**config.mk**
```make
export PLATFORM = sky130hd
export DESIGN_NAME = midi_event_byte_encoder
export DESIGN_NICKNAME = d
export VERILOG_FILES = /design/src/hdl/mebe_pkg.sv /design/src/hdl/mebe_front.sv /design/src/hdl/mebe_queue.sv /design/src/hdl/mebe_back.sv /design/src/hdl/midi_event_byte_encoder.sv
export VERILOG_INCLUDE_DIRS = /design/src /design/src/hdl
export SDC_FILE = /design/constraint.sdc
export NUM_CORES = 1
export LEC_CHECK = 0
export BUFFER_PORTS_ARGS = -buffer_cell sky130_fd_sc_hd__buf_4
export CAP_MARGIN = 20
export CORE_UTILIZATION = 45
export CTS_CLUSTER_SIZE = 8
export DETAILED_ROUTE_END_ITERATION = 6
export PLACE_DENSITY_LB_ADDON = 0.25
export SYNTH_ARGS = -nofsm -noshare
export SYNTH_HDL_FRONTEND = slang
export SYNTH_HIERARCHICAL = 1
export SYNTH_SLANG_ARGS = --single-unit
```
**constraint.sdc**
```tcl
create_clock -name i_clk -period 12.5 [get_ports i_clk]
set_clock_uncertainty 0.15 [all_clocks]
set_input_delay 0.625 -clock i_clk [delete_from_list [all_inputs] [get_ports i_clk]]
set_output_delay 0.625 -clock i_clk [all_outputs]
set_load 0.05 [all_outputs]
```
**src/hdl/midi_event_byte_encoder_defines.svh**
```systemverilog
// Assertion helpers shared by the encoder modules.
`ifndef MIDI_EVENT_BYTE_ENCODER_DEFINES_SVH
`define MIDI_EVENT_BYTE_ENCODER_DEFINES_SVH

// Same-cycle implication, checked out of reset.
`define MEBE_ASSERT_NOW(lbl, clk, rstn, ante, cons, msg) \
    lbl: assert property (@(posedge clk) disable iff (!rstn) (ante) |-> (cons)) else $error(msg);

// Next-cycle implication, checked out of reset.
`define MEBE_ASSERT_NEXT(lbl, clk, rstn, ante, cons, msg) \
    lbl: assert property (@(posedge clk) disable iff (!rstn) (ante) |=> (cons)) else $error(msg);

`endif

```
**src/hdl/mebe_pkg.sv**
```systemverilog
package mebe_pkg;

    // Event modes
    localparam logic [3:0] MODE_NOTE_ON  = 4'd0;
    localparam logic [3:0] MODE_PROGRAM  = 4'd1;
    localparam logic [3:0] MODE_BEND     = 4'd2;
    localparam logic [3:0] MODE_CTRL     = 4'd3;
    localparam logic [3:0] MODE_TEMPO    = 4'd4;
    localparam logic [3:0] MODE_TIMESIG  = 4'd5;
    localparam logic [3:0] MODE_END      = 4'd6;
    localparam logic [3:0] MODE_BANK     = 4'd7;
    localparam logic [3:0] MODE_RPN      = 4'd8;
    localparam logic [3:0] MODE_RPN_LSB  = 4'd9;
    localparam logic [3:0] MODE_NRPN     = 4'd10;
    localparam logic [3:0] MODE_NRPN_LSB = 4'd11;

    // Status bytes
    localparam logic [7:0] ST_NOTE_ON = 8'h90;
    localparam logic [7:0] ST_CTRL    = 8'hB0;
    localparam logic [7:0] ST_PROGRAM = 8'hC0;
    localparam logic [7:0] ST_BEND    = 8'hE0;
    localparam logic [7:0] ST_META    = 8'hFF;

    // Meta event types
    localparam logic [7:0] META_TEMPO   = 8'h51;
    localparam logic [7:0] META_TIMESIG = 8'h58;
    localparam logic [7:0] META_END     = 8'h2F;

    // Controller numbers
    localparam logic [7:0] CC_BANK_MSB  = 8'd0;
    localparam logic [7:0] CC_BANK_LSB  = 8'd32;
    localparam logic [7:0] CC_RPN_MSB   = 8'd101;
    localparam logic [7:0] CC_RPN_LSB   = 8'd100;
    localparam logic [7:0] CC_NRPN_MSB  = 8'd99;
    localparam logic [7:0] CC_NRPN_LSB  = 8'd98;
    localparam logic [7:0] CC_DATA_MSB  = 8'd6;
    localparam logic [7:0] CC_DATA_LSB  = 8'd38;

    // Variable-length quantity thresholds
    localparam logic [27:0] VLQ_LIM4 = 28'h01FFFFF;
    localparam logic [27:0] VLQ_LIM3 = 28'h0003FFF;
    localparam logic [27:0] VLQ_LIM2 = 28'h000007F;

    // Longest body: four control changes, delta zero between them
    localparam int MAX_BODY = 15;

    typedef logic [MAX_BODY-1:0][7:0] t_body;

    // One classified event, waiting for the byte sequencer
    typedef struct packed {
        logic [27:0] delta;
        logic [1:0]  ndelta_m1;
        logic [3:0]  body_len;
        t_body       body;
    } t_desc;

endpackage

```
**src/hdl/mebe_front.sv**
```systemverilog
module mebe_front (
    input  logic              i_clk,
    input  logic              i_rst_n,
    input  logic              i_push,
    input  logic [3:0]        i_mode,
    input  logic [27:0]       i_delta_time,
    input  logic [3:0]        i_channel,
    input  logic [7:0]        i_first_byte,
    input  logic [7:0]        i_second_byte,
    input  logic [7:0]        i_third_byte,
    input  logic [7:0]        i_fourth_byte,
    input  logic [23:0]       i_wide_value,
    input  logic              i_q_full,
    output logic              o_q_push,
    output mebe_pkg::t_desc   o_q_data
);

    logic [7:0]      r_last_status;
    logic [7:0]      n_last_status;
    logic            known;
    logic            running;
    logic            skip;
    logic            accept;
    logic [7:0]      st_ch;
    logic [7:0]      ctl_st;
    logic [7:0]      num_hi;
    logic [7:0]      num_lo;
    logic [7:0]      b1_7;
    logic [7:0]      b2_7;
    logic [7:0]      hi_ctl;
    logic [7:0]      lo_ctl;
    mebe_pkg::t_body full_body;
    logic [3:0]      full_len;
    mebe_pkg::t_body body;
    logic [3:0]      body_len;
    logic [1:0]      ndelta_m1;

    // Classify the mode
    assign known   = i_mode inside {[mebe_pkg::MODE_NOTE_ON:mebe_pkg::MODE_NRPN_LSB]};
    assign running = i_mode inside {mebe_pkg::MODE_NOTE_ON, mebe_pkg::MODE_PROGRAM,
                                    mebe_pkg::MODE_BEND};
    assign accept  = i_push && !i_q_full;

    assign ctl_st = mebe_pkg::ST_CTRL | {4'h0, i_channel};
    assign num_hi = {1'b0, i_wide_value[13:7]};
    assign num_lo = {1'b0, i_wide_value[6:0]};
    assign b1_7   = {1'b0, i_first_byte[6:0]};
    assign b2_7   = {1'b0, i_second_byte[6:0]};

    // Pick the channel status byte of running-status events
    always_comb begin
        case (i_mode)
            mebe_pkg::MODE_NOTE_ON: st_ch = mebe_pkg::ST_NOTE_ON | {4'h0, i_channel};
            mebe_pkg::MODE_PROGRAM: st_ch = mebe_pkg::ST_PROGRAM | {4'h0, i_channel};
            default:                st_ch = mebe_pkg::ST_BEND | {4'h0, i_channel};
        endcase
    end

    assign skip = running && (st_ch == r_last_status);

    // Parameter-number controllers
    always_comb begin
        if (i_mode inside {mebe_pkg::MODE_RPN, mebe_pkg::MODE_RPN_LSB}) begin
            hi_ctl = mebe_pkg::CC_RPN_MSB;
            lo_ctl = mebe_pkg::CC_RPN_LSB;
        end else begin
            hi_ctl = mebe_pkg::CC_NRPN_MSB;
            lo_ctl = mebe_pkg::CC_NRPN_LSB;
        end
    end

    // Build the event body with its status byte in front
    always_comb begin
        full_body = '0;
        full_len  = 4'd0;
        case (i_mode)
            mebe_pkg::MODE_NOTE_ON: begin
                full_body[0] = st_ch;
                full_body[1] = b1_7;
                full_body[2] = b2_7;
                full_len     = 4'd3;
            end
            mebe_pkg::MODE_PROGRAM: begin
                full_body[0] = st_ch;
                full_body[1] = b1_7;
                full_len     = 4'd2;
            end
            mebe_pkg::MODE_BEND: begin
                full_body[0] = st_ch;
                full_body[1] = num_lo;
                full_body[2] = num_hi;
                full_len     = 4'd3;
            end
            mebe_pkg::MODE_CTRL: begin
                full_body[0] = ctl_st;
                full_body[1] = b1_7;
                full_body[2] = b2_7;
                full_len     = 4'd3;
            end
            mebe_pkg::MODE_TEMPO: begin
                full_body[0] = mebe_pkg::ST_META;
                full_body[1] = mebe_pkg::META_TEMPO;
                full_body[2] = 8'd3;
                full_body[3] = i_wide_value[23:16];
                full_body[4] = i_wide_value[15:8];
                full_body[5] = i_wide_value[7:0];
                full_len     = 4'd6;
            end
            mebe_pkg::MODE_TIMESIG: begin
                full_body[0] = mebe_pkg::ST_META;
                full_body[1] = mebe_pkg::META_TIMESIG;
                full_body[3] = i_first_byte;
                full_body[4] = i_second_byte;
                if ((i_third_byte != 8'd0) || (i_fourth_byte != 8'd0)) begin
                    full_body[2] = 8'd4;
                    full_body[5] = i_third_byte;
                    full_body[6] = i_fourth_byte;
                    full_len     = 4'd7;
                end else begin
                    full_body[2] = 8'd2;
                    full_len     = 4'd5;
                end
            end
            mebe_pkg::MODE_END: begin
                full_body[0] = mebe_pkg::ST_META;
                full_body[1] = mebe_pkg::META_END;
                full_body[2] = 8'd0;
                full_len     = 4'd3;
            end
            mebe_pkg::MODE_BANK: begin
                full_body[0] = ctl_st;
                full_body[1] = mebe_pkg::CC_BANK_MSB;
                full_body[2] = num_hi;
                full_body[3] = 8'd0;
                full_body[4] = ctl_st;
                full_body[5] = mebe_pkg::CC_BANK_LSB;
                full_body[6] = num_lo;
                full_len     = 4'd7;
            end
            mebe_pkg::MODE_RPN, mebe_pkg::MODE_RPN_LSB,
            mebe_pkg::MODE_NRPN, mebe_pkg::MODE_NRPN_LSB: begin
                full_body[0]  = ctl_st;
                full_body[1]  = hi_ctl;
                full_body[2]  = num_hi;
                full_body[3]  = 8'd0;
                full_body[4]  = ctl_st;
                full_body[5]  = lo_ctl;
                full_body[6]  = num_lo;
                full_body[7]  = 8'd0;
                full_body[8]  = ctl_st;
                full_body[9]  = mebe_pkg::CC_DATA_MSB;
                full_body[10] = b1_7;
                full_len      = 4'd11;
                if (i_mode inside {mebe_pkg::MODE_RPN_LSB, mebe_pkg::MODE_NRPN_LSB}) begin
                    full_body[11] = 8'd0;
                    full_body[12] = ctl_st;
                    full_body[13] = mebe_pkg::CC_DATA_LSB;
                    full_body[14] = b2_7;
                    full_len      = 4'd15;
                end
            end
            default: begin
                full_body = '0;
                full_len  = 4'd0;
            end
        endcase
    end

    // Drop the status byte when running status allows it
    always_comb begin
        body     = full_body;
        body_len = full_len;
        if (skip) begin
            for (int i = 0; i < mebe_pkg::MAX_BODY - 1; i++) begin
                body[i] = full_body[i+1];
            end
            body[mebe_pkg::MAX_BODY-1] = 8'd0;
            body_len = full_len - 4'd1;
        end
    end

    // Count delta time groups
    always_comb begin
        if (i_delta_time > mebe_pkg::VLQ_LIM4) begin
            ndelta_m1 = 2'd3;
        end else if (i_delta_time > mebe_pkg::VLQ_LIM3) begin
            ndelta_m1 = 2'd2;
        end else if (i_delta_time > mebe_pkg::VLQ_LIM2) begin
            ndelta_m1 = 2'd1;
        end else begin
            ndelta_m1 = 2'd0;
        end
    end

    assign o_q_push            = accept && known;
    assign o_q_data.delta      = i_delta_time;
    assign o_q_data.ndelta_m1  = ndelta_m1;
    assign o_q_data.body_len   = body_len;
    assign o_q_data.body       = body;

    // Track the last status byte sent
    always_comb begin
        n_last_status = r_last_status;
        if (accept && known) begin
            if (running) begin
                n_last_status = st_ch;
            end else if (i_mode inside {mebe_pkg::MODE_TEMPO, mebe_pkg::MODE_TIMESIG,
                                        mebe_pkg::MODE_END}) begin
                n_last_status = mebe_pkg::ST_META;
            end else begin
                n_last_status = ctl_st;
            end
        end
    end

    always_ff @(posedge i_clk) begin
        if (!i_rst_n) begin
            r_last_status <= 8'd0;
        end else begin
            r_last_status <= n_last_status;
        end
    end

endmodule

```
**src/hdl/mebe_queue.sv**
```systemverilog
`include "midi_event_byte_encoder_defines.svh"

module mebe_queue #(
    parameter int DEPTH = 4
) (
    input  logic            i_clk,
    input  logic            i_rst_n,
    input  logic            i_push,
    input  mebe_pkg::t_desc i_data,
    output logic            o_full,
    input  logic            i_pop,
    output mebe_pkg::t_desc o_data,
    output logic            o_empty
);

    localparam int PW = (DEPTH > 1) ? $clog2(DEPTH) : 1;
    localparam int CW = $clog2(DEPTH + 1);

    mebe_pkg::t_desc r_mem [DEPTH];
    logic [PW-1:0]   r_wr_ptr;
    logic [PW-1:0]   r_rd_ptr;
    logic [CW-1:0]   r_count;
    logic            wr_en;
    logic            rd_en;

    assign o_full  = (r_count == CW'(DEPTH));
    assign o_empty = (r_count == '0);
    assign wr_en   = i_push && !o_full;
    assign rd_en   = i_pop && !o_empty;
    assign o_data  = r_mem[r_rd_ptr];

    // Store entries
    always_ff @(posedge i_clk) begin
        if (wr_en) begin
            r_mem[r_wr_ptr] <= i_data;
        end
    end

    // Advance pointers and occupancy
    always_ff @(posedge i_clk) begin
        if (!i_rst_n) begin
            r_wr_ptr <= '0;
            r_rd_ptr <= '0;
            r_count  <= '0;
        end else begin
            if (wr_en) begin
                r_wr_ptr <= (r_wr_ptr == PW'(DEPTH - 1)) ? '0 : r_wr_ptr + 1'b1;
            end
            if (rd_en) begin
                r_rd_ptr <= (r_rd_ptr == PW'(DEPTH - 1)) ? '0 : r_rd_ptr + 1'b1;
            end
            case ({wr_en, rd_en})
                2'b10:   r_count <= r_count + 1'b1;
                2'b01:   r_count <= r_count - 1'b1;
                default: r_count <= r_count;
            endcase
        end
    end

    `MEBE_ASSERT_NOW(a_count_bound, i_clk, i_rst_n, 1'b1, r_count <= CW'(DEPTH), "queue over depth")
    `MEBE_ASSERT_NEXT(a_fill_grows, i_clk, i_rst_n, wr_en && !rd_en, r_count == $past(r_count) + 1'b1, "queue count did not grow")
    `MEBE_ASSERT_NOW(a_ptr_match, i_clk, i_rst_n, o_empty || o_full, r_wr_ptr == r_rd_ptr, "queue pointers disagree with count")

endmodule

```
**src/hdl/mebe_back.sv**
```systemverilog
`include "midi_event_byte_encoder_defines.svh"

module mebe_back (
    input  logic            i_clk,
    input  logic            i_rst_n,
    input  mebe_pkg::t_desc i_q_data,
    input  logic            i_q_empty,
    output logic            o_q_pop,
    input  logic            i_pop,
    output logic            o_empty,
    output logic [7:0]      o_out_byte,
    output logic            o_last_of_event
);

    logic            r_busy;
    mebe_pkg::t_desc r_cur;
    logic [4:0]      r_idx;
    logic            r_out_valid;
    logic [7:0]      r_out_byte;
    logic            r_out_last;
    logic [4:0]      total;
    logic [4:0]      ndelta;
    logic            cur_last;
    logic            adv;
    logic            load;
    logic [1:0]      grp;
    logic [6:0]      grp_bits;
    logic [4:0]      body_idx;
    logic [7:0]      cur_byte;

    assign ndelta   = {3'd0, r_cur.ndelta_m1} + 5'd1;
    assign total    = ndelta + {1'b0, r_cur.body_len};
    assign cur_last = (r_idx == total - 5'd1);
    assign adv      = r_busy && (!r_out_valid || i_pop);
    assign load     = (!r_busy || (adv && cur_last)) && !i_q_empty;
    assign o_q_pop  = load;

    // Select the delta time group, most significant first
    assign grp = r_cur.ndelta_m1 - r_idx[1:0];
    always_comb begin
        case (grp)
            2'd3:    grp_bits = r_cur.delta[27:21];
            2'd2:    grp_bits = r_cur.delta[20:14];
            2'd1:    grp_bits = r_cur.delta[13:7];
            default: grp_bits = r_cur.delta[6:0];
        endcase
    end

    // Pick the byte at the current position
    assign body_idx = r_idx - ndelta;
    always_comb begin
        if (r_idx < ndelta) begin
            cur_byte = {(grp != 2'd0), grp_bits};
        end else begin
            cur_byte = r_cur.body[body_idx[3:0]];
        end
    end

    // Load the next event or step through the current one
    always_ff @(posedge i_clk) begin
        if (load) begin
            r_cur <= i_q_data;
        end
    end

    always_ff @(posedge i_clk) begin
        if (!i_rst_n) begin
            r_busy <= 1'b0;
            r_idx  <= 5'd0;
        end else if (load) begin
            r_busy <= 1'b1;
            r_idx  <= 5'd0;
        end else if (adv && cur_last) begin
            r_busy <= 1'b0;
            r_idx  <= 5'd0;
        end else if (adv) begin
            r_idx  <= r_idx + 5'd1;
        end
    end

    // Hold the result until it is taken
    always_ff @(posedge i_clk) begin
        if (!i_rst_n) begin
            r_out_valid <= 1'b0;
        end else if (adv) begin
            r_out_valid <= 1'b1;
        end else if (i_pop) begin
            r_out_valid <= 1'b0;
        end
    end

    always_ff @(posedge i_clk) begin
        if (adv) begin
            r_out_byte <= cur_byte;
            r_out_last <= cur_last;
        end
    end

    assign o_empty         = !r_out_valid;
    assign o_out_byte      = r_out_byte;
    assign o_last_of_event = r_out_last;

    `MEBE_ASSERT_NOW(a_idx_range, i_clk, i_rst_n, r_busy, r_idx < total, "byte index past event end")
    `MEBE_ASSERT_NEXT(a_step, i_clk, i_rst_n, adv && !cur_last, r_busy && (r_idx == $past(r_idx) + 5'd1), "sequencer did not step")
    `MEBE_ASSERT_NEXT(a_last_flag, i_clk, i_rst_n, adv, r_out_valid && (r_out_last == $past(cur_last)), "last flag not carried")

endmodule

```
**src/hdl/midi_event_byte_encoder.sv**
```systemverilog
// MIDI event byte encoder.
// Input channel: a queue-style push port. One event (mode, delta time, channel,
// data bytes, wide value) is taken at a clock edge with push high and full low.
// Modes outside the defined set are taken and produce nothing.
// Output channel: a queue-style pop port. While empty is low the oldest track
// byte is on o_out_byte, with o_last_of_event marking the final byte of the
// event; it is taken at an edge with pop high.
// An accepted event passes through the queue, the sequencer's event register
// and the output register before its first byte appears. Throughput: the byte
// sequencer emits one byte per cycle while events wait and pop is high.
// An event is 2 to 19 bytes. Events are classified on entry and wait in a
// QUEUE_DEPTH-entry queue, so push stays open while earlier events are sent.
// Reset: synchronous, active low; clears the queue, the sequencer, the output
// register and running status (no status byte counts as sent).
// When the receiver stalls, the output byte holds, the sequencer pauses, the
// queue fills and full rises.
module midi_event_byte_encoder #(
    parameter int QUEUE_DEPTH = 4
) (
    input  logic        i_clk,
    input  logic        i_rst_n,
    input  logic        push,
    output logic        full,
    input  logic [3:0]  i_mode,
    input  logic [27:0] i_delta_time,
    input  logic [3:0]  i_channel,
    input  logic [7:0]  i_first_byte,
    input  logic [7:0]  i_second_byte,
    input  logic [7:0]  i_third_byte,
    input  logic [7:0]  i_fourth_byte,
    input  logic [23:0] i_wide_value,
    output logic        empty,
    input  logic        pop,
    output logic [7:0]  o_out_byte,
    output logic        o_last_of_event
);

    logic            q_push;
    logic            q_full;
    logic            q_pop;
    logic            q_empty;
    mebe_pkg::t_desc q_wr_data;
    mebe_pkg::t_desc q_rd_data;

    assign full = q_full;

    // Classify events and track running status
    mebe_front u_front (
        .i_clk         (i_clk),
        .i_rst_n       (i_rst_n),
        .i_push        (push),
        .i_mode        (i_mode),
        .i_delta_time  (i_delta_time),
        .i_channel     (i_channel),
        .i_first_byte  (i_first_byte),
        .i_second_byte (i_second_byte),
        .i_third_byte  (i_third_byte),
        .i_fourth_byte (i_fourth_byte),
        .i_wide_value  (i_wide_value),
        .i_q_full      (q_full),
        .o_q_push      (q_push),
        .o_q_data      (q_wr_data)
    );

    // Decouple classification from byte emission
    mebe_queue #(
        .DEPTH (QUEUE_DEPTH)
    ) u_queue (
        .i_clk   (i_clk),
        .i_rst_n (i_rst_n),
        .i_push  (q_push),
        .i_data  (q_wr_data),
        .o_full  (q_full),
        .i_pop   (q_pop),
        .o_data  (q_rd_data),
        .o_empty (q_empty)
    );

    // Emit track bytes
    mebe_back u_back (
        .i_clk           (i_clk),
        .i_rst_n         (i_rst_n),
        .i_q_data        (q_rd_data),
        .i_q_empty       (q_empty),
        .o_q_pop         (q_pop),
        .i_pop           (pop),
        .o_empty         (empty),
        .o_out_byte      (o_out_byte),
        .o_last_of_event (o_last_of_event)
    );

endmodule
```
Yosys cells after proc, flatten, opt, wreduce, memory -nomap -nowiden
Memories as Yosys holds them, arrays and structs flattened. A register that Yosys moved wholly into a read port is not among the register bits.
Index checks and enable logic that the tools add are counted.
{"block": "totals", "regBits": 39, "mem_bits_rw": 612, "in_bits": 96, "out_inout_bits": 11, "elab_cells": 120, "mem_count": 1}
{"name": "u_queue.r_mem", "depth": 4, "width": 153, "rd": 1, "rd_ports_with_merged_regs": 1, "wr": 1, "line_no": "mebe_queue.sv:19", "source": "mebe_pkg::t_desc r_mem [DEPTH];"}
{"block": "classes", "addsub": 11, "order_cmp": 7, "n_eq_ne": 21, "muxes": 34, "n_bitwise": 1, "reduce_logical": 35}
{"operator": "$pmux 16 s8", "count": 1}
{"operator": "$mux 119", "count": 1}
{"operator": "$pmux 24 s4", "count": 1}
{"operator": "$mux 63", "count": 1}
{"operator": "$bmux 8 s4", "count": 1}
{"operator": "$mux 31", "count": 1}
{"operator": "$gt 28x14->1 const B", "count": 1}
{"operator": "$gt 28x21->1 const B", "count": 1}
{"operator": "$gt 28x7->1 const B", "count": 1}
{"operator": "$pmux 7 s4", "count": 1}
{"operator": "$mux 8", "count": 3}
{"operator": "$pmux 4 s6", "count": 1}
{"operator": "$pmux 7 s3", "count": 1}
{"operator": "$eq 4x3->1 const B", "count": 4}
{"operator": "$eq 4x4->1 const B", "count": 4}
{"operator": "$mux 16", "count": 1}
{"operator": "$pmux 8 s2", "count": 1}
{"operator": "$reduce_bool 8->1", "count": 2}
{"operator": "$pmux 7 s2", "count": 1}
{"operator": "$mux 3", "count": 4}
{"operator": "$reduce_bool 2->1", "count": 6}
{"operator": "$eq 2x2->1 const B", "count": 5}
{"operator": "$mux 2", "count": 5}
{"operator": "$logic_and 1x1->1", "count": 9}
{"operator": "35 further kinds", "count": 52}

Logic depth before layout (Yosys ltp)
Gate-level depths: netlist (run 1).
{"block": "depth", "ltp_word": 10, "depth_mapped": 20}

Hierarchy
The synthesis (run 1) kept the hierarchy.
{"mod": "mebe_queue", "n_inst": 1, "cells_per_inst": 860, "area_each_um2": 22678.0, "seq_area_each_um2": 18677.9}
{"mod": "mebe_back", "n_inst": 1, "cells_per_inst": 362, "area_each_um2": 6979.2, "seq_area_each_um2": 5034.8}
{"mod": "mebe_front", "n_inst": 1, "cells_per_inst": 348, "area_each_um2": 2509.9, "seq_area_each_um2": 160.2}

Worst setup path before layout (run 1)
Ideal clock, no wire load.
{"block": "synth_path", "kind": "register -> register", "from": "reg, netlist name u_back/r_cur[124]", "to": "reg u_queue.r_count[2]", "setup_time_ps": 76, "t_arrival_ps": 12410, "path_slack_ps": -135, "stages_incl_launch_ff": 20, "path_buffers": 0, "synth_period_minus_slack_ps": 12635, "path_cell_list": "edfxtp_1 -> ha_1 -> inv_1 -> ha_1 -> inv_1 -> ha_1 -> inv_1 -> fa_1 -> xnor2_1 -> nor4_1 -> nand3_1 -> a21oi_1 -> o31ai_1 -> inv_1 -> ha_1 -> inv_1 -> fa_1 -> xor2_1 -> or3_1 -> a21boi_0"}
{"block": "synth_between", "elab_chain_len": 10}
{"element": "$add 2x1->3 *", "line_no": "mebe_back.sv:31", "source": "assign ndelta = {3'd0, r_cur.ndelta_m1} + 5'd1;"}
{"element": "$add 5x4->5 *", "line_no": "mebe_back.sv:32", "source": "assign total = ndelta + {1'b0, r_cur.body_len};"}
{"element": "$sub 5x1->5 *", "line_no": "mebe_back.sv:33", "source": "assign cur_last = (r_idx == total - 5'd1);"}
{"element": "$eq 5x5->1 *", "line_no": "mebe_back.sv:33"}
{"element": "$logic_and 1x1->1 *", "line_no": "mebe_back.sv:35", "source": "assign load = (!r_busy || (adv && cur_last)) && !i_q_empty;"}
{"element": "$logic_or 1x1->1 *", "line_no": "mebe_back.sv:35"}
{"element": "$logic_and 1x1->1 *", "line_no": "mebe_back.sv:35"}
{"element": "named net q_pop", "line_no": "midi_event_byte_encoder.sv:40", "source": "logic q_pop;"}
{"element": "$logic_and 1x1->1 *", "line_no": "mebe_queue.sv:29", "source": "assign rd_en = i_pop && !o_empty;"}
{"element": "named net u_queue.rd_en", "line_no": "mebe_queue.sv:24", "source": "logic rd_en;"}
{"element": "$eq 2x1->1 / $eq 2x2->1 (equally long branches)", "line_no": "mebe_queue.sv:52", "source": "case ({wr_en, rd_en})"}
{"element": "$pmux 3 s2 / $reduce_bool 2->1 (equally long branches)"}
{"element": "end signal: assignment", "line_no": "mebe_queue.sv:53", "source": "2'b10: r_count <= r_count + 1'b1;"}
{"element": "end signal: assignment", "line_no": "mebe_queue.sv:54", "source": "2'b01: r_count <= r_count - 1'b1;"}
{"element": "end signal: assignment", "line_no": "mebe_queue.sv:55", "source": "default: r_count <= r_count;"}
{"element": "end: declaration", "line_no": "mebe_queue.sv:22", "source": "logic [CW-1:0] r_count;"}
The timed path passes the listed nets; every way through them passes the cells marked *.
A chain may end at the register's enable or synchronous reset.

Worst setup path after layout (run 1)
{"block": "layout_path", "from": "reg, netlist name u_back/r_cur[124]", "to": "reg u_queue.r_count[2]"}
{"block": "layout_between", "elab_chain_len": 10}
{"element": "$add 2x1->3 *", "line_no": "mebe_back.sv:31"}
{"element": "$add 5x4->5 *", "line_no": "mebe_back.sv:32"}
{"element": "$sub 5x1->5 *", "line_no": "mebe_back.sv:33"}
{"element": "$eq 5x5->1 *", "line_no": "mebe_back.sv:33"}
{"element": "$logic_and 1x1->1 *", "line_no": "mebe_back.sv:35"}
{"element": "$logic_or 1x1->1 *", "line_no": "mebe_back.sv:35"}
{"element": "$logic_and 1x1->1 *", "line_no": "mebe_back.sv:35"}
{"element": "named net q_pop", "line_no": "midi_event_byte_encoder.sv:40"}
{"element": "$logic_and 1x1->1 *", "line_no": "mebe_queue.sv:29"}
{"element": "named net u_queue.rd_en", "line_no": "mebe_queue.sv:24"}
{"element": "$eq 2x1->1 / $eq 2x2->1 (equally long branches)", "line_no": "mebe_queue.sv:52"}
{"element": "$pmux 3 s2 / $reduce_bool 2->1 (equally long branches)"}
Marks and branches as above.

==> results of run 1 <==
## metrics by stage
stage	power, W	instance area (um2)
2_1_floorplan	0.00522	32300
3_3_place_gp	0.00578	33500
3_5_place_dp	0.00581	33500
4_1_cts	0.00846	36600
5_1_grt	0.00869	36600
6_report	0.00835	36600
## placed cells by master, fill, tap and decap left out, drive strengths merged, types with 24 or more instances in the layout
cell type,netlist,final
edfxtp,779,779
buf,120,128
a21oi,28,28
nand2,27,27
clkbuf,28,146
mux4,185,185
nor2,28,28
a22o,29,29
mux2,24,24
conb,1,33
mux2i,25,25
dfxtp,24,24
inv,32,35
## state kept, by name, indices dropped and copies added (netlist names), named ones only
register / count
u_queue/r_mem: 616
u_back/r_cur: 154
u_back/o_out_byte: 8
u_front/r_last_status: 8
u_back/r_idx: 5
u_queue/r_count: 3
u_queue/r_rd_ptr: 2
u_queue/r_wr_ptr: 2
u_back/o_last_of_event: 1
u_back/r_busy: 1
u_back/r_out_valid: 1
## logic make-up (layout without fill, tap and decap cells)
kind of cell | Yosys count | count (layout)
other | 1 | 33
buffers and inverters | 180 | 320
xor gates and xnor gates | 22 | 22
muxes | 234 | 234
and+or+nand+nor | 166 | 166
DFF | 803 | 803
AOI/OAI and AO/OA | 143 | 143
adders and majority gates | 21 | 21
## worst max path at each step
stage | cells after the start | startpoint | to
finish | 19 | u_back/r_cur[124] | u_queue/r_count[2]
global route | 20 | u_back/r_cur[124] | u_queue/r_count[2]
CTS | 6 | u_queue/r_count[0] | u_queue/r_mem[0][102]
detailed placement | 7 | i_mode[2] | u_queue/r_mem[0][52]
global placement | 7 | i_mode[2] | u_queue/r_mem[0][52]
floorplan | 19 | u_back/r_cur[124] | u_queue/r_count[2]
## layout make-up
cell class	instances	area [um2]
fillers	5557	33800
flip-flops and latches	803	23900
multi-input cells	619	7350
clock buffers	146	2910
well taps	940	1180
repair buffers	134	1050
clock inverters	8	134
inverters	32	120
## layer usage
| layer | wire length (um) | vias to the layer above |
|---|---|---|
| li1 | - | 6613 |
| met1 | 29100 | 8090 |
| met2 | 31700 | 589 |
| met3 | 4760 | 110 |
| met4 | 1590 | 0 |
| met5 | 0 | - |
## power groups by stage
stage	Combinational [W]	Clock, W	Sequential, W
floorplan	0.00137	0	0.00385
global placement	0.00194	0	0.00384
detailed placement	0.00196	0	0.00385
CTS	0.00197	0.00269	0.00381
global route	0.00206	0.00279	0.00384
finish	0.00192	0.00263	0.00380
## critical path: cells and delay by family, from the launching register on
family / cells / cell delay (ns)
AOI/OAI and AO/OA: 3 / 0.64
and+or+nand+nor: 3 / 0.89
buffers and inverters: 5 / 0.39
adders and majority gates: 6 / 1.85
xor gates and xnor gates: 2 / 0.31
DFF: 1 / 0.42
==> impl_results.md, run 1 <==
- Crit. End Element: flip-flop
- Hold Fails Final Rpt: 0
- Share of the synthesized area in the top cell type: 0.727
- Dpl cells: 2521
- Fmax: 0.213 GHz
- Ys Warns: 6
- GRT met2 Usage: 0.288
- CP startpoint kind: flip-flop
- Hold path cells: 1
- Compound-Gate Fraction of Synth Area: 0.0328
- H-Tree Depth: 3
- Final setup TNS: 0 ns
- Internal power: 0.00604 W
- Worst slew pin tran: 1.10 ns
- WS Path Type: flip-flop to flip-flop
- Synth area leaders: edfxtp_1 (73%), mux4_2 (12%), buf_4 (1.6%), dfxtp_1 (1.5%), mux4_1 (0.98%)
- Avg Inst Size Synth: 20.5 um2
- Worst skew pair latency: 0.65 ns
- Util after Layout: 0.520
- Slew Limit Headroom: 0.264
- Most common cell in the netlist: edfxtp_1
- Synth area leader: edfxtp_1
- Power Dens Cells: 228 nW/um2
- Worst reg-to-reg path cell count: 19
- Setup WS post-layout: 7.81 ns
- # nets final: 1817
- Met1 Usage GRT: 0.264
- Routed wire length: 67.2 mm
- Most used cell, CP: inv_1
- Area of the core: 70400 um2
- I/O pin cnt: 107
- Routing usage on met3: 0.0367
- Max-cap violations: 0
- CP peak stage delay: 0.43 ns
- GR Overflow Total: 0
- Root buffer cell: clkbuf_16
- DRT Pass-1 Iters: 7
- CP Cell Sequence: ha_1 -> inv_1 -> ha_1 -> inv_1 -> ha_1 -> inv_1 -> fa_1 -> xnor2_1 -> nor4_1 -> nand3_1 -> a21oi_4 -> o31ai_1 -> inv_1 -> ha_1 -> inv_1 -> fa_1 -> xor2_1 -> or3_1 -> a21boi_0
- Clock buffer count from CTS: 110
- DR vias: 15400
- Flop2flop setup slack: 7.81 ns
- Area growth syn-to-layout: 13.8%
- Yosys reg bits: 803
- Pleak: 12.1 nW
- IO Port Bufs: 106
- Hold_buf cts: 6
- Sw power: 0.00231 W
- Gp weighted congestion: 0.847
- Final setup vio count: 0
- Post-Syn Instances: 1570
- Post-synthesis sequential area ratio: 0.742
- Starting Density: 0.457
- Top Usage Layer GRT: met2
- Layout cell share with drive strength beyond 1: 0.265
- Sequential Power Share: 0.455
- CP max FO: 5
- Drt drc: 0
- WHS: 0.0390 ns
- Unrepaired setup endpoints after global routing: false
- Main combinational cell family by area after synthesis: multiplexers
- DRT iter0 DRCs: 1262
- EDFF count, synth: 779
- Switch share: 0.276
- Initial antenna violation count: 6
- Comb power frac: 0.230
- Cell row count: 97
- CTS tree: done
- Slew Limit Fails: 0
- Ant. Diodes: 0
- Via density: 5.74
- Min-Delay Startpoint: i_delta_time[22]
- Clk pwr share: 0.315
- CP max stage cell: fa_1
- Synth unique cells: 71
- First-pass GRT wire length: 100 mm
- Layout Cells excl Fill: 2682
- Share of the clock period used by the worst path: 0.375
- Async SR Flop Fraction: 0
- Mux cell area share after synthesis: 0.147
- Max Root-Sink Buffers: 3
- Reg2reg start: u_back/r_cur[124]
- HPWL Detailed: 39.8 mm
- Post-CTS sizing: 0
- Clk slew on worst S/H paths: 0.05 ns
- Place WS: 7.15 ns
- Min-Delay Path Class: primary input to flip-flop
- Post-route ant nets: 0
- Post-Synth XOR/XNOR Area: 0.00622
- R2R Path End: u_queue/r_count[2]
- Die H: 269 um
- Hold path endpoint: u_queue/r_mem[2][148]
- Post-synth top cells: edfxtp_1 (779), mux4_2 (173), buf_4 (70)
- Die area: 72600 um2
- Simple-gate share of the synthesized area: 0.0283
- Largest net degree at the start of global routing: 155
- Vias in the first global route: 15900
- Max VDD drop: 0.267 mV
- Setup Fix Bufs, Post-CTS: 0
- Adder-cell area share of the yosys netlist: 0.00864
- Critical Path RT: 12.93 ns
- Cell Area, Synth: 32200 um2
- Routed wire length per instance: 25.0 um
- WP data arrival: 5.12 ns
- Tmin final: 4.69 ns
- Die width: 269 um
- Status: finished clean
- GRT Total Usage: 0.186
- Top FF cell, synth: edfxtp_1
- Clock Sinks: 803
Power figures use the tool's default switching activity.
==> run 2: changes to the inputs <==
clock period = 4.1 ns   (was 12.5 ns; I/O delays follow)
==> impl_results.md, run 2 (same netlist as run 1, synthesis figures left out) <==
- Status: finished clean
- CP Launch Point: u_back/r_cur[124]
- GRT Total Usage: 0.193 (+0.00675)
- CP Cell Sequence: ha_4 -> inv_4 -> ha_4 -> inv_2 -> ha_4 -> inv_2 -> fa_2 -> xnor2_1 -> nor4_2 -> nand3_1 -> a21oi_4 -> o31ai_2 -> inv_1 -> ha_2 -> inv_2 -> fa_2 -> xor2_1 -> or3_1 -> a21boi_1
- Drt drc: 0 (unchanged)
- Vias in the first global route: 16700 (+4.9%)
- CP max FO: 5 (unchanged)
- Starting Density: 0.457 (unchanged)
- CTS tree: done
- Commonest non-fill, non-tap cells in the layout: edfxtp_1 (779), mux4_2 (173), buf_4 (137)
- Root buffer cell: clkbuf_16
- Slew Limit Fails: 0 (unchanged)
- Fill cells: 5425 (-2.4%)
- Share of the clock period used by the worst path: 0.993 (+0.617)
- Clk slew on worst S/H paths: 0.05 ns (about the same)
- Worst skew pair latency: 0.65 ns (about the same)
- Clk pwr share: 0.312 (-0.003)
- Sequential Power Share: 0.447 (-0.008)
- IO Port Bufs: 106 (unchanged)
- Reg2reg start: u_back/r_cur[124]
- Most common cell after layout, fill and taps aside: edfxtp_1
- Power Dens Cells: 676 nW/um2 (+200%)
- DRT Pass-1 Iters: 6 (-1)
- First-pass GRT wire length: 104 mm (+4.2%)
- H-Tree Depth: 3 (unchanged)
- Clock buffer count from CTS: 110 (unchanged)
- Max-cap violations: 0 (unchanged)
- DRT iter0 DRCs: 1241 (-1.7%)
- Crit. End Element: flip-flop
- Gp weighted congestion: 0.794 (-6.3%)
- Routed wire length per instance: 24.4 um (-2.7%)
- Top reg by flops: u_queue/r_mem
- GR Overflow Total: 0 (unchanged)
- Unrepaired setup endpoints after global routing: true
- Number of flip-flops in the largest register: 616 (unchanged)
- Max Root-Sink Buffers: 3 (unchanged)
- Worst slew pin tran: 0.942 ns (-0.162 ns)
- Die width: 269 um (unchanged)
- Fmax: 0.246 GHz (+15%)
- Comb power frac: 0.240 (+0.010)
- Area of the core: 70400 um2 (unchanged)
- Die H: 269 um (unchanged)
- Slew Limit Headroom: 0.371 (+0.107)
- CP startpoint kind: flip-flop
- Hold Fails Final Rpt: 0 (unchanged)
- Layout Cells excl Fill: 2830 (+5.5%)
- I/O pin cnt: 107 (unchanged)
- CP peak stage delay: 0.44 ns (about the same)
- Cell row count: 97 (unchanged)
- Total Power: 0.0258 W (+210%)
- Largest net degree at the start of global routing: 126 (-19%)
- Ant. Diodes: 0 (unchanged)
- Area growth syn-to-layout: 18.7%
- Min-Delay Path Class: primary input to flip-flop
- DR vias: 16000 (+3.6%)
- Initial antenna violation count: 5 (-1)
- Layout cell share with drive strength beyond 1: 0.266 (+0.00150)
- Clock Sinks: 803 (unchanged)
- Post-DP Area: 34000 um2 (+1.4%)
- Pleak: 12.7 nW (+5.7%)
- Die area: 72600 um2 (unchanged)
- Via density: 5.64 (-1.9%)
- HPWL Detailed: 41.0 mm (+2.9%)
- Sw power: 0.00715 W (+210%)
- Switch share: 0.277 (+0.000506)
- WP data arrival: 4.49 ns (-0.63 ns)
- Max VDD drop: 0.486 mV (+82%)
- Final setup vio count: 0 (unchanged)
- Dpl cells: 2548 (+1.1%)
- Internal power: 0.0187 W (+210%)
- Sequential Area: 23900 um2 (unchanged)
- Min-Delay Startpoint: push
- WS Path Type: flip-flop to flip-flop
- Multi-input combinational cell area: 7390 um2 (+0.61%)
- Final instance area: 38200 um2 (+4.3%)
- Top flop regs: u_queue/r_mem (616), u_back/r_cur (154)
- Critical Path RT: 4.52 ns (-8.41 ns)
- # nets final: 1954 (+7.5%)
- CP max stage cell: edfxtp_1
- Routed wire length: 68.9 mm (+2.7%)
- Tmin final: 4.07 ns (-0.624 ns)
- Post-route ant nets: 0 (unchanged)
## run 2: changes by cell type in the layout (fill, tap and decap cells not counted), moves of 2 or more
cell	before	now
inv_1	32	28
fa_1	2	0
clkbuf_1	35	47
fa_2	0	2
buf_4	126	137
buf_12	2	21
ha_4	0	3
dlygate4sd3_1	6	113
inv_2	0	3
clkinv_16	2	0
ha_1	18	14
## run 2: repair_timing
action / in CTS / in global routing
setup buffers: 4 / 0
hold buffers: 113 / 0
setup endpoints to repair: 1 / 1
endpoints found under the hold margin: 372 / 0
pin swaps: 3 / 0
resized for setup: 2 / 0
## run 2: final timing paths
kind                         endpoint  slack [ns]  cells after the start
min          u_front/r_last_status[2]        0.05                      4
max                u_queue/r_count[2]        0.03                     19
min reg2reg       u_queue/r_wr_ptr[1]        0.36                      2
max reg2reg        u_queue/r_count[2]        0.03                     19
## run 2: power groups by stage
stage | logic [W] | registers, W | clock network [W]
2_1_floorplan | 0.00423 | 0.0116 | 0
3_3_place_gp | 0.00613 | 0.0117 | 0
3_5_place_dp | 0.00620 | 0.0117 | 0
4_1_cts | 0.00636 | 0.0116 | 0.00822
5_1_grt | 0.00666 | 0.0117 | 0.00855
6_report | 0.00621 | 0.0115 | 0.00806
## run 2: final cells by class
class	instances	share of cell area
tap	940	0.0308
sequential	803	0.625
timing repair buffer	271	0.0676
clock inverter	8	0.00269
multi-input combinational	619	0.194
inverter	32	0.00321
clock buffer	157	0.0767
## run 2: per-stage QoR
| step | hold WS (ns) | TNS, ns | utilization | worst slack, ns |
|---|---|---|---|---|
| 2_1_floorplan | 0.173 | -233.96 | - | -2.79 |
| 3_3_place_gp | 0.255 | 0 | 0.483 | 0.0325 |
| 3_5_place_dp | 0.262 | -0.125 | 0.483 | -0.125 |
| 4_1_cts | 0.0115 | 0 | 0.542 | 0.00996 |
| 5_1_grt | 0.0547 | -0.166 | 0.542 | -0.166 |
| 6_report | 0.0483 | 0 | 0.542 | 0.0306 |
## run 2: critical path, delay by kind of cell (launching register included)
family	cells	cell delay, ns
AOI/OAI and AO/OA	3	0.41
adders and majority gates	6	1.64
xor gates and xnor gates	2	0.30
buffers and inverters	5	0.25
DFF	1	0.44
and+or+nand+nor	3	0.80
## run 2: layer usage
| metal | vias to the layer above | global-route usage | wire length [um] |
|---|---|---|---|
| met5 | - | 0 | 41 |
| met4 | 6 | 0.0658 | 1710 |
| met3 | 118 | 0.0369 | 4540 |
| met2 | 568 | 0.310 | 33600 |
| met1 | 8369 | 0.264 | 29100 |
| li1 | 6890 | - | - |
==> run 3: changes to the inputs <==
CORE_ASPECT_RATIO = 1.1   (was default)
==> impl_results.md, run 3 (same netlist as run 1, synthesis figures left out) <==
- Status: finished clean
- Util after Layout: 0.542 (-0.000872)
- Initial antenna violation count: 3 (-2)
- Power Dens Cells: 680 nW/um2 (+0.62%)
- WP data arrival: 4.52 ns (+0.03 ns)
- DR vias: 15900 (-0.58%)
- Clock Sinks: 803 (unchanged)
- Post-route ant nets: 0 (unchanged)
- Min-Delay Startpoint: i_mode[0]
- Sequential Power Share: 0.445 (-0.002)
- Unrepaired setup endpoints after global routing: true
- Max Root-Sink Buffers: 3 (unchanged)
- Die H: 282 um (+4.8%)
- Slew Limit Headroom: 0.400 (+0.0287)
- Dpl cells: 2542 (-0.24%)
- Final setup vio count: 0 (unchanged)
- First-pass GRT wire length: 104 mm (-0.50%)
- Area growth syn-to-layout: 18.8% (about the same)
- CP max FO: 2 (-3)
- Internal power: 0.0188 W (+0.56%)
- Clk pwr share: 0.314 (+0.002)
- Via density: 5.62 (-0.37%)
- Reg2reg start: u_back/r_cur[124]
- H-Tree Depth: 3 (unchanged)
- Fill cells: 5327 (-1.8%)
- Die area: 72600 um2 (about the same)
- Sw power: 0.00723 W (+1.1%)
- DRT Pass-1 Iters: 5 (-1)
- Top reg by flops: u_queue/r_mem
- Switch share: 0.278 (+0.00115)
- Layout cell share with drive strength beyond 1: 0.267 (+0.00134)
- Crit. End Element: flip-flop
- Pleak: 12.8 nW (about the same)
- Setup WS post-layout: 0.0324 ns (+0.00189 ns)
- CP startpoint kind: flip-flop
- Layout Cells excl Fill: 2824 (-0.21%)
- GRT Total Usage: 0.195 (+0.00252)
- Hold path cells: 2 (-2)
- IO Port Bufs: 106 (unchanged)
- CP Cell Sequence: ha_4 -> inv_4 -> ha_4 -> inv_2 -> ha_4 -> inv_2 -> fa_2 -> xor2_1 -> xnor2_1 -> nor4_2 -> nand3_1 -> a21oi_4 -> o31ai_4 -> inv_1 -> ha_2 -> inv_2 -> fa_2 -> xor2_1 -> or3_1 -> a21boi_1
- Clk slew on worst S/H paths: 0.06 ns (about the same)
- Root buffer cell: clkbuf_16
- Vias in the first global route: 16600 (-0.87%)
- Top flop regs: u_queue/r_mem (616), u_back/r_cur (154)
- Place WS: -0.0447 ns (+0.0803 ns)
- Hold Fails Final Rpt: 0 (unchanged)
- Tmin final: 4.07 ns (-0.00189 ns)
- Share of the clock period used by the worst path: 0.992 (about the same)
- Routed wire length per instance: 24.6 um (+0.83%)
- Largest net degree at the start of global routing: 123 (-2.4%)
- R2R Path End: u_queue/r_count[2]
- # nets final: 1949 (-0.26%)
- Cell row count: 102 (+5.2%)
- Commonest non-fill, non-tap cells in the layout: edfxtp_1 (779), mux4_2 (173), buf_4 (139)
- CP max stage cell: edfxtp_1
- I/O pin cnt: 107 (unchanged)
- HPWL Detailed: 42.2 mm (+3.1%)
- Critical Path RT: 4.55 ns (+0.03 ns)
- Worst skew pair latency: 0.67 ns (+0.02 ns)
- Max-cap violations: 0 (unchanged)
- Worst reg-to-reg path cell count: 20 (+1)
- Comb power frac: 0.241 (about the same)
- DRT iter0 DRCs: 1270 (+2.3%)
- Most common cell after layout, fill and taps aside: edfxtp_1
- Max VDD drop: 0.714 mV (+47%)
- GR Overflow Total: 0 (unchanged)
- Slew Limit Fails: 0 (unchanged)
- Total Power: 0.0260 W (+0.72%)
- Flop2flop setup slack: 0.03 ns (about the same)
- Number of flip-flops in the largest register: 616 (unchanged)
- CP peak stage delay: 0.44 ns (about the same)
- Gp weighted congestion: 0.839 (+5.6%)
- Worst slew pin tran: 0.900 ns (-0.0417 ns)
- Fmax: 0.246 GHz (about the same)
- WS Path Type: flip-flop to flip-flop
- Routed wire length: 69.4 mm (+0.62%)
- Starting Density: 0.456 (-0.00118)
- Hold path endpoint: u_queue/r_mem[0][99]
- Area of the core: 70600 um2 (+0.26%)
- Min-Delay Path Class: primary input to flip-flop
- Drt drc: 0 (unchanged)
- Ant. Diodes: 0 (unchanged)
- Clock buffer count from CTS: 110 (unchanged)
- Die width: 257 um (-4.6%)
- CTS tree: done
## run 3: cell count changes in the layout (fill, tap and decap cells not counted), sizes merged
cell,change
clkinv,+3
dlygate4sd3,-5
inv,-3
clkbuf,+3
## run 3: area by class of cell
cell class,instances,area (um2),area share
clock inverter,8,168,0.00439
timing repair buffer,266,2500,0.0655
tap,936,1170,0.0306
clock buffer,160,2960,0.0775
sequential,803,23900,0.625
multi-input combinational,619,7410,0.194
inverter,32,123,0.00321
## run 3: timing repair
action | 4_1_cts | 5_1_grt
endpoints found under the hold margin | 362 | 0
pin swaps | 5 | 5
buffers inserted | 5 | 1
endpoints found under the setup margin | 1 | 30
resized for setup | 4 | 0
hold buffers | 108 | 0
## run 3: routing by layer
metal	GRT usage	part of all wire	wire (um)
met2	0.316	0.49	33900
met3	0.0390	0.065	4520
met1	0.260	0.41	28700
met5	0	0.00019	13
met4	0.0788	0.031	2180
## run 3: power by group through the flow
stage               logic (W)  registers, W  clock network (W)
global placement      0.00615        0.0117                  0
detailed placement    0.00621        0.0117                  0
floorplan             0.00423        0.0116                  0
CTS                   0.00640        0.0116            0.00835
global route          0.00668        0.0117            0.00870
finish                0.00626        0.0116            0.00817
## run 3: worst max path at each step
stage                               endpoint  slack, ns              start  cells past startpoint
final                     u_queue/r_count[2]       0.03  u_back/r_cur[124]                     20
after detailed placement  u_queue/r_count[2]      -0.04  u_back/r_cur[125]                     20
after CTS                 u_queue/r_count[2]      0.005  u_back/r_cur[124]                     19
after floorplan           u_queue/r_count[2]      -2.79  u_back/r_cur[124]                     20
after global routing      u_queue/r_count[2]      -0.16  u_back/r_cur[124]                     20
after global placement    u_queue/r_count[2]       0.06  u_back/r_cur[125]                     20
## run 3: metrics by stage
step                hold slack (ns)  setup TNS [ns]  cell area, um2
floorplan                     0.173         -233.96           32400
global placement              0.256               0           33900
detailed placement            0.263         -0.0447           33900
CTS                          0.0399               0           38200
global route                 0.0703          -0.159           38200
finish                       0.0819               0           38200
## run 3: critical path: cells and delay by family, from the launching register on
family / cells / cell delay [ns]
buf+inv: 5 / 0.26
flops: 1 / 0.44
compound gates: 3 / 0.41
fa+ha+maj: 6 / 1.47
xor+xnor: 3 / 0.45
simple gates: 3 / 0.82
